`src/design/lcdlt_pkg.sv`:
```
// Package: item types, state record, mode codes and timing defaults for the LCD line timing unit.
`timescale 1ns / 1ps
package lcdlt_pkg;

    localparam int LINE_CYCLES_DEF     = 456;
    localparam int VISIBLE_LINES_DEF   = 144;
    localparam int LAST_LINE_DEF       = 153;
    localparam int OAM_CYCLES_DEF      = 80;
    localparam int TRANSFER_CYCLES_DEF = 172;

    localparam int CNT_W  = 9;
    localparam int LINE_W = 8;

    localparam logic [1:0] MODE_HBLANK   = 2'd0;
    localparam logic [1:0] MODE_VBLANK   = 2'd1;
    localparam logic [1:0] MODE_OAM      = 2'd2;
    localparam logic [1:0] MODE_TRANSFER = 2'd3;

    typedef struct packed {
        logic [7:0] elapsed_cycles;
        logic       lcd_enable;
        logic [7:0] compare_line;
        logic       hblank_irq_enable;
        logic       vblank_mode_irq_enable;
        logic       oam_irq_enable;
        logic       match_irq_enable;
    } lcdlt_in_t;

    typedef struct packed {
        logic [7:0] current_line;
        logic [1:0] lcd_mode;
        logic       line_match;
        logic       vblank_irq;
        logic       status_irq;
        logic       render_line_strobe;
    } lcdlt_out_t;

    typedef struct packed {
        logic [CNT_W-1:0]  line_counter;
        logic [LINE_W-1:0] line;
        logic [1:0]        mode_bits;
        logic              match_flag;
        logic [LINE_W-1:0] last_seen_line;
        logic [LINE_W-1:0] last_seen_compare;
    } lcdlt_state_t;

endpackage

```
`src/design/lcd_line_timing_and_status_unit.sv`:
```
// Top level: input register, timing core and result register of the LCD line timing unit.
//
//  Channel   Direction  Handshake          Payload
//  s_        in         s_valid/s_ready    s_data (lcdlt_in_t)
//  m_        out        m_valid/m_ready    m_data (lcdlt_out_t)
//
// One beat per cycle sustained while m_ready is high; a beat passes the input register, then the result register.
// The timing state updates as a beat moves from the input register to the result register.
// aresetn is synchronous, active low; it clears both stages and loads the line timing state.
// A stall on m_ready holds the result; the input register still takes one more beat.
`timescale 1ns / 1ps
module lcd_line_timing_and_status_unit
    import lcdlt_pkg::*;
#(
    parameter int LINE_CYCLES     = LINE_CYCLES_DEF,
    parameter int VISIBLE_LINES   = VISIBLE_LINES_DEF,
    parameter int LAST_LINE       = LAST_LINE_DEF,
    parameter int OAM_CYCLES      = OAM_CYCLES_DEF,
    parameter int TRANSFER_CYCLES = TRANSFER_CYCLES_DEF
) (
    input  logic       aclk,
    input  logic       aresetn,
    input  logic       s_valid,
    output logic       s_ready,
    input  lcdlt_in_t  s_data,
    output logic       m_valid,
    input  logic       m_ready,
    output lcdlt_out_t m_data
);

    logic       in_valid_reg;
    logic       in_valid_next;
    lcdlt_in_t  in_data_reg;
    logic       out_valid_reg;
    logic       out_valid_next;
    lcdlt_out_t out_data_reg;
    lcdlt_out_t step_res;
    logic       advance;

    assign advance        = in_valid_reg && (!out_valid_reg || m_ready);
    assign s_ready        = !in_valid_reg || advance;
    assign in_valid_next  = (s_valid && s_ready) || (in_valid_reg && !advance);
    assign out_valid_next = advance || (out_valid_reg && !m_ready);

    lcdlt_timing #(
        .LINE_CYCLES    (LINE_CYCLES),
        .VISIBLE_LINES  (VISIBLE_LINES),
        .LAST_LINE      (LAST_LINE),
        .OAM_CYCLES     (OAM_CYCLES),
        .TRANSFER_CYCLES(TRANSFER_CYCLES)
    ) u_timing (
        .aclk   (aclk),
        .aresetn(aresetn),
        .step_en(advance),
        .item   (in_data_reg),
        .res    (step_res)
    );

    always_ff @(posedge aclk) begin
        if (!aresetn) begin
            in_valid_reg  <= 1'b0;
            out_valid_reg <= 1'b0;
        end else begin
            in_valid_reg  <= in_valid_next;
            out_valid_reg <= out_valid_next;
        end
    end

    always_ff @(posedge aclk) begin
        if (s_valid && s_ready) begin
            in_data_reg <= s_data;
        end
        if (advance) begin
            out_data_reg <= step_res;
        end
    end

    assign m_valid = out_valid_reg;
    assign m_data  = out_data_reg;

    a_vblank_line: assert property (@(posedge aclk) disable iff (!aresetn)
        m_valid && m_data.vblank_irq |-> m_data.current_line == 8'(VISIBLE_LINES))
        else $error("vblank pulse off the first blank line");

    a_render_line: assert property (@(posedge aclk) disable iff (!aresetn)
        m_valid && m_data.render_line_strobe |-> m_data.current_line < 8'(VISIBLE_LINES)
            && !m_data.vblank_irq)
        else $error("render strobe outside visible lines");

    // a held input beat is never dropped while the result side stalls
    a_in_hold: assert property (@(posedge aclk) disable iff (!aresetn)
        in_valid_reg && !advance |=> in_valid_reg && $stable(in_data_reg))
        else $error("input beat lost during stall");

endmodule

```
`src/design/lcdlt_step.sv`:
```
// Combinational step: park on disable, mode classification, compare refresh, countdown and line advance.
`timescale 1ns / 1ps
module lcdlt_step
    import lcdlt_pkg::*;
#(
    parameter int LINE_CYCLES     = LINE_CYCLES_DEF,
    parameter int VISIBLE_LINES   = VISIBLE_LINES_DEF,
    parameter int LAST_LINE       = LAST_LINE_DEF,
    parameter int OAM_CYCLES      = OAM_CYCLES_DEF,
    parameter int TRANSFER_CYCLES = TRANSFER_CYCLES_DEF
) (
    input  lcdlt_state_t st,
    input  lcdlt_in_t    item,
    output lcdlt_state_t st_next,
    output lcdlt_out_t   res
);

    localparam int OAM_BOUND  = LINE_CYCLES - OAM_CYCLES;
    localparam int XFER_BOUND = OAM_BOUND - TRANSFER_CYCLES;
    localparam logic signed [10:0] OAM_BOUND_S  = 11'(OAM_BOUND);
    localparam logic signed [10:0] XFER_BOUND_S = 11'(XFER_BOUND);
    localparam logic [CNT_W-1:0]   RELOAD       = CNT_W'(LINE_CYCLES);
    localparam logic [LINE_W-1:0]  VIS_L        = LINE_W'(VISIBLE_LINES);
    localparam logic [LINE_W-1:0]  LAST_L       = LINE_W'(LAST_LINE);

    always_comb begin
        logic signed [10:0] cnt_s;
        logic [1:0]         mode;
        logic               want;
        logic               stat;
        logic               vbl;
        logic               rnd;
        logic [9:0]         diff;
        logic [LINE_W-1:0]  ln;

        st_next = st;
        cnt_s   = signed'({2'b00, st.line_counter});
        mode    = MODE_HBLANK;
        want    = 1'b0;
        stat    = 1'b0;
        vbl     = 1'b0;
        rnd     = 1'b0;
        diff    = {1'b0, st.line_counter} - {2'b00, item.elapsed_cycles};
        ln      = st.line;

        if (!item.lcd_enable) begin
            st_next.line_counter = RELOAD;
            st_next.line         = '0;
            st_next.mode_bits    = MODE_VBLANK;
        end else begin
            if (st.line >= VIS_L) begin
                mode = MODE_VBLANK;
                want = item.vblank_mode_irq_enable;
            end else if (cnt_s >= OAM_BOUND_S) begin
                mode = MODE_OAM;
                want = item.oam_irq_enable;
            end else if (cnt_s >= XFER_BOUND_S) begin
                mode = MODE_TRANSFER;
            end else begin
                mode = MODE_HBLANK;
                want = item.hblank_irq_enable;
            end
            stat = want && (mode != st.mode_bits);

            // compare flag only refreshes when line or compare moved
            if (st.line != st.last_seen_line || item.compare_line != st.last_seen_compare) begin
                st_next.match_flag        = (st.line == item.compare_line);
                st_next.last_seen_line    = st.line;
                st_next.last_seen_compare = item.compare_line;
                if (st.line == item.compare_line && item.match_irq_enable) begin
                    stat = 1'b1;
                end
            end
            st_next.mode_bits = mode;

            if (ln > LAST_L) begin
                ln = '0;
            end
            st_next.line_counter = diff[CNT_W-1:0];
            if (diff[9] || diff == '0) begin
                ln = ln + 1'b1;
                st_next.line_counter = RELOAD;
                if (ln == VIS_L) begin
                    vbl = 1'b1;
                end else if (ln > LAST_L) begin
                    ln = '0;
                end else if (ln < VIS_L) begin
                    rnd = 1'b1;
                end
            end
            st_next.line = ln;
        end

        res.current_line       = st_next.line;
        res.lcd_mode           = st_next.mode_bits;
        res.line_match         = st_next.match_flag;
        res.vblank_irq         = vbl;
        res.status_irq         = stat;
        res.render_line_strobe = rnd;
    end

endmodule

```
`src/design/lcdlt_timing.sv`:
```
// Timing state registers, updated once per beat taken from the input register.
`timescale 1ns / 1ps
module lcdlt_timing
    import lcdlt_pkg::*;
#(
    parameter int LINE_CYCLES     = LINE_CYCLES_DEF,
    parameter int VISIBLE_LINES   = VISIBLE_LINES_DEF,
    parameter int LAST_LINE       = LAST_LINE_DEF,
    parameter int OAM_CYCLES      = OAM_CYCLES_DEF,
    parameter int TRANSFER_CYCLES = TRANSFER_CYCLES_DEF
) (
    input  logic       aclk,
    input  logic       aresetn,
    input  logic       step_en,
    input  lcdlt_in_t  item,
    output lcdlt_out_t res
);

    lcdlt_state_t state_reg;
    lcdlt_state_t state_next;

    lcdlt_step #(
        .LINE_CYCLES    (LINE_CYCLES),
        .VISIBLE_LINES  (VISIBLE_LINES),
        .LAST_LINE      (LAST_LINE),
        .OAM_CYCLES     (OAM_CYCLES),
        .TRANSFER_CYCLES(TRANSFER_CYCLES)
    ) u_step (
        .st     (state_reg),
        .item   (item),
        .st_next(state_next),
        .res    (res)
    );

    always_ff @(posedge aclk) begin
        if (!aresetn) begin
            state_reg.line_counter      <= CNT_W'(LINE_CYCLES);
            state_reg.line              <= '0;
            state_reg.mode_bits         <= MODE_HBLANK;
            state_reg.match_flag        <= 1'b0;
            state_reg.last_seen_line    <= '0;
            state_reg.last_seen_compare <= '0;
        end else if (step_en) begin
            state_reg <= state_next;
        end
    end

    // line never rests beyond the last line while running
    a_line_range: assert property (@(posedge aclk) disable iff (!aresetn)
        step_en |=> state_reg.line <= LINE_W'(LAST_LINE))
        else $error("line above last line");

    // disabled beat parks timing at line 0 in vblank with a full counter
    a_disable_park: assert property (@(posedge aclk) disable iff (!aresetn)
        step_en && !item.lcd_enable |=> state_reg.line == '0
            && state_reg.mode_bits == MODE_VBLANK
            && state_reg.line_counter == CNT_W'(LINE_CYCLES))
        else $error("disable did not park timing");

    // counter never stored as zero
    a_cnt_nonzero: assert property (@(posedge aclk) disable iff (!aresetn)
        state_reg.line_counter != '0)
        else $error("line counter reached zero");

endmodule
```
`config.mk`:
```
export PLATFORM = sky130hd
export DESIGN_NAME = lcd_line_timing_and_status_unit
export DESIGN_NICKNAME = d
export VERILOG_FILES = /design/src/design/lcdlt_pkg.sv /design/src/design/lcd_line_timing_and_status_unit.sv /design/src/design/lcdlt_step.sv /design/src/design/lcdlt_timing.sv
export SDC_FILE = /design/constraint.sdc
export NUM_CORES = 1
export LEC_CHECK = 0
export ABC_AREA = 1
export BUFFER_PORTS_ARGS = -buffer_cell sky130_fd_sc_hd__buf_2
export CORE_MARGIN = 4
export CORE_UTILIZATION = 45
export DETAILED_ROUTE_END_ITERATION = 8
export GPL_ROUTABILITY_DRIVEN = 0
export SYNTH_ARGS = -nofsm -noshare
export SYNTH_HDL_FRONTEND = slang
export SYNTH_SLANG_ARGS = --single-unit
```
`constraint.sdc`:
```
create_clock -name aclk -period 7.13 [get_ports aclk]
set_clock_uncertainty 0.1 [all_clocks]
set_input_delay 0 -clock aclk [delete_from_list [all_inputs] [get_ports aclk]]
set_output_delay 0 -clock aclk [all_outputs]
set_load 0.1 [all_outputs]
```
==> out/results.tsv <==
stage	metric	value	unit
run_status	outcome	completed	
min_path	worst hold path stage count	2	
critical_path	kind of critical path	flop to flop	
critical_path	Startpoint Class	flop	
finish	Antenna diodes	0	
synth	ys flop type	dfxtp_1	
clocking	clk buf depth	2	
synth	most instantiated library cell after synthesis	nand2_1	
pwr	Max IR drop VDD	0.134	mV
floorplan	Ports	41	
synth	synth top area cells	edfxtp_1, dfxtp_1, nand2_1, inv_1, o21ai_0	
floorplan	core footprint	8380	µm²
clocking	clk_lat worst skew	0.35	ns
critical_path	crit-path max FO	7	
critical_path	reg2reg end	m_data[8]	
sta	Slew headroom	43.8	%
finish	Post-Layout Inst Area	4700	µm²
critical_path	Critical Path, Cell by Cell	inv_2 -> nand2_1 -> nand3_4 -> nand2_2 -> inv_2 -> nand2_1 -> inv_1 -> ha_1 -> inv_1 -> nor2_4 -> nand3_1 -> nand2_1 -> nand2_1 -> nand4_1 -> nand2_1 -> nand2_2 -> nand2_1 -> nand2_1 -> nand2_1 -> inv_1	
finish	layout cells sized above 1	17.1	%
finish	Fillers	773	
global_routing	largest net degree at the start of global routing	33	
synth	synth cell count leaders	nand2_1, inv_1, dfxtp_1	
finish	max reg flops	36	
clocking	Clock H-tree levels	3	
sta	setup TNS	0	ns
synth	post-synthesis sequential area ratio	45.9	%
finish	P&R area growth vs syn	19.1	%
drt	Initial DRT Pass Iterations	4	
sta	pins over their slew limit	0	
sta	worst hold slack	0.256	ns
clocking	clock tree sinks	73	
min_path	Hold EP	in_data_reg[19]	
clocking	CTS tree	done	
drt	DRC viols	0	
pwr	Pleak	2.25	nW
floorplan	Cell Rows	33	
critical_path	FF-to-FF path depth	20	
floorplan	Starting Density	47.1	%
sta	Final period util	39.6	%
global_routing	grt ovf	0	
clocking	CTS buffer count	9	
drt	ANT nets after route	0	
finish	fin nets	577	
placed_design	placed insts	609	
critical_path	r2r setup slk	4.31	ns
synth	async set or reset register ratio after synthesis	0	%
min_path	beginning of the worst hold path	s_data[19]	
critical_path	most frequent cell on the critical path	nand2_1	
synth	mean post-synth cell area	8.29	µm²
run	max-cap violation count	0	
synth	Yosys warning total	0	
synth	cell taking the most area after synthesis	edfxtp_1	
drt	Vias	3204	
critical_path	worst r2r src	u_timing.state_reg[21]	
global_routing	initial antenna violation count	0	
drt	Via-to-Cell Ratio	4.93	
placed_design	HPWL Detailed	6140	µm
finish	final core area utilization	56.1	%
sta	RSZ-0062 raised after global routing	false	
drt	final WL	8560	µm
synth	Post-synth EDFFs	35	
critical_path	slowest cell on the critical path	dfxtp_1	
min_path	min-delay worst type	primary input to flop	
critical_path	Crit path required time	7.13	ns
floorplan	Die Footprint	10300	µm²
finish	non-filler instance count after layout	650	
pwr	PD cells	222	nW/µm²
clocking	Post CTS Setup Buffer Count	0	
critical_path	Worst Path Arrival	2.83	ns
floorplan	die span in y	102	µm
synth	Synth top area share	26.6	%
drt	DR iter-0 viols	162	
sta	worst-margin pin slew	0.841	ns
global_routing	GRT Resource Usage Total	17.7	%
floorplan	Die W	102	µm
synth	Syn Inst Count	476	
sta	final hold vios	0	
sta	Fmax achieved	0.354	GHz
synth	Synth Cell Area	3940	µm²
synth	syn_nets	513	
sta	minimum clock period	2.82	ns
drt	WL per Instance	13.2	µm
critical_path	CP max stage delay	0.56	ns
global_routing	first-pass GRT wire length	14300	µm
clocking	CTS root buffer	clkbuf_8	
global_routing	vias in the first global route	2944	
critical_path	Worst Setup End Kind	flop	
placed_design	post-placement cell area	4210	µm²
synth	FF+latch count, synth	73	
sta	endpoints failing setup	0	
placed_design	number of I/O port buffers	40	
clocking	CTS clk-pin slew, worst paths	0.08	ns
synth	Yosys cell types	40	
==> cell usage in the layout (no fill, tap or decap), types with 4 or more instances in the layout <==
master,instances
nand2_1,104
nor4_1,4
a21oi_2,6
ha_1,11
o21ai_1,4
xnor2_1,10
nor2_1,26
nand3_1,28
nand2_2,4
edfxtp_1,35
inv_2,7
clkbuf_8,9
o21ai_0,30
dlygate4sd3_1,25
nand3_2,4
inv_1,72
buf_2,40
dfxtp_1,38
nand4_1,13
a21oi_1,27
or2_2,4
xor2_1,12
==> what timing repair did <==
item,in CTS,in global routing
hold endpoints to repair,27,0
endpoints found under the setup margin,0,0
hold buffers,25,0
gates resized for setup,0,0
==> cell families (layout without fill, tap and decap cells) <==
logic type / after synthesis / after routing / synth area share (%)
buffers and inverters: 93 / 162 / 9.45
XOR/XNOR: 24 / 24 / 5.71
AO/OA/AOI/OAI: 75 / 75 / 10.8
AND/OR/NAND/NOR: 199 / 199 / 24.1
adder cells (fa/ha/maj): 12 / 12 / 4.00
flip-flops: 73 / 73 / 45.9
==> per-stage QoR <==
stage	worst slack [ns]	power, mW
floorplan	4.16	0.618
global placement	4.41	0.650
detailed placement	4.36	0.653
CTS	4.34	1.05
global route	4.11	1.10
finish	4.31	1.05
==> area by class of cell <==
cell class,instances,area (µm²),share of cell area (%)
clock buffers,11,131,2.80
clock inverters,5,104,2.21
inverters,80,303,6.44
multi-input cells,310,1760,37.4
flip-flops and latches,73,1810,38.6
well taps,105,131,2.80
repair buffers,66,458,9.75
==> per-layer routing <==
layer  wire length (µm)  track usage [%]
met1               4130             25.0
met2               3790             27.1
met3                526             3.72
met4                118             5.93
met5                  0                0
==> worst max path at each step <==
stage	cells after the start	startpoint	slack [ns]	end
2_1_floorplan	3	m_valid	4.16	in_data_reg[0]
3_3_place_gp	20	u_timing.state_reg[21]	4.41	m_data[8]
3_5_place_dp	20	u_timing.state_reg[21]	4.36	m_data[8]
4_1_cts	20	u_timing.state_reg[21]	4.34	m_data[8]
5_1_grt	20	u_timing.state_reg[21]	4.11	m_data[13]
6_report	20	u_timing.state_reg[21]	4.31	m_data[8]
==> where the power goes <==
| part | internal, mW | leakage [nW] | switching (mW) |
|---|---|---|---|
| registers | 0.464 | 0.651 | 0.0208 |
| logic | 0.0586 | 1.48 | 0.111 |
| clock network | 0.233 | 0.118 | 0.158 |
==> worst max-delay path: cells and delay by family (launching register included) <==
kind | cells | cell delay [ns]
and+or+nand+nor | 14 | 1.35
DFF | 1 | 0.56
buffers and inverters | 5 | 0.35
adders and majority gates | 1 | 0.21
Note: power is estimated with default switching activity, not from simulation.
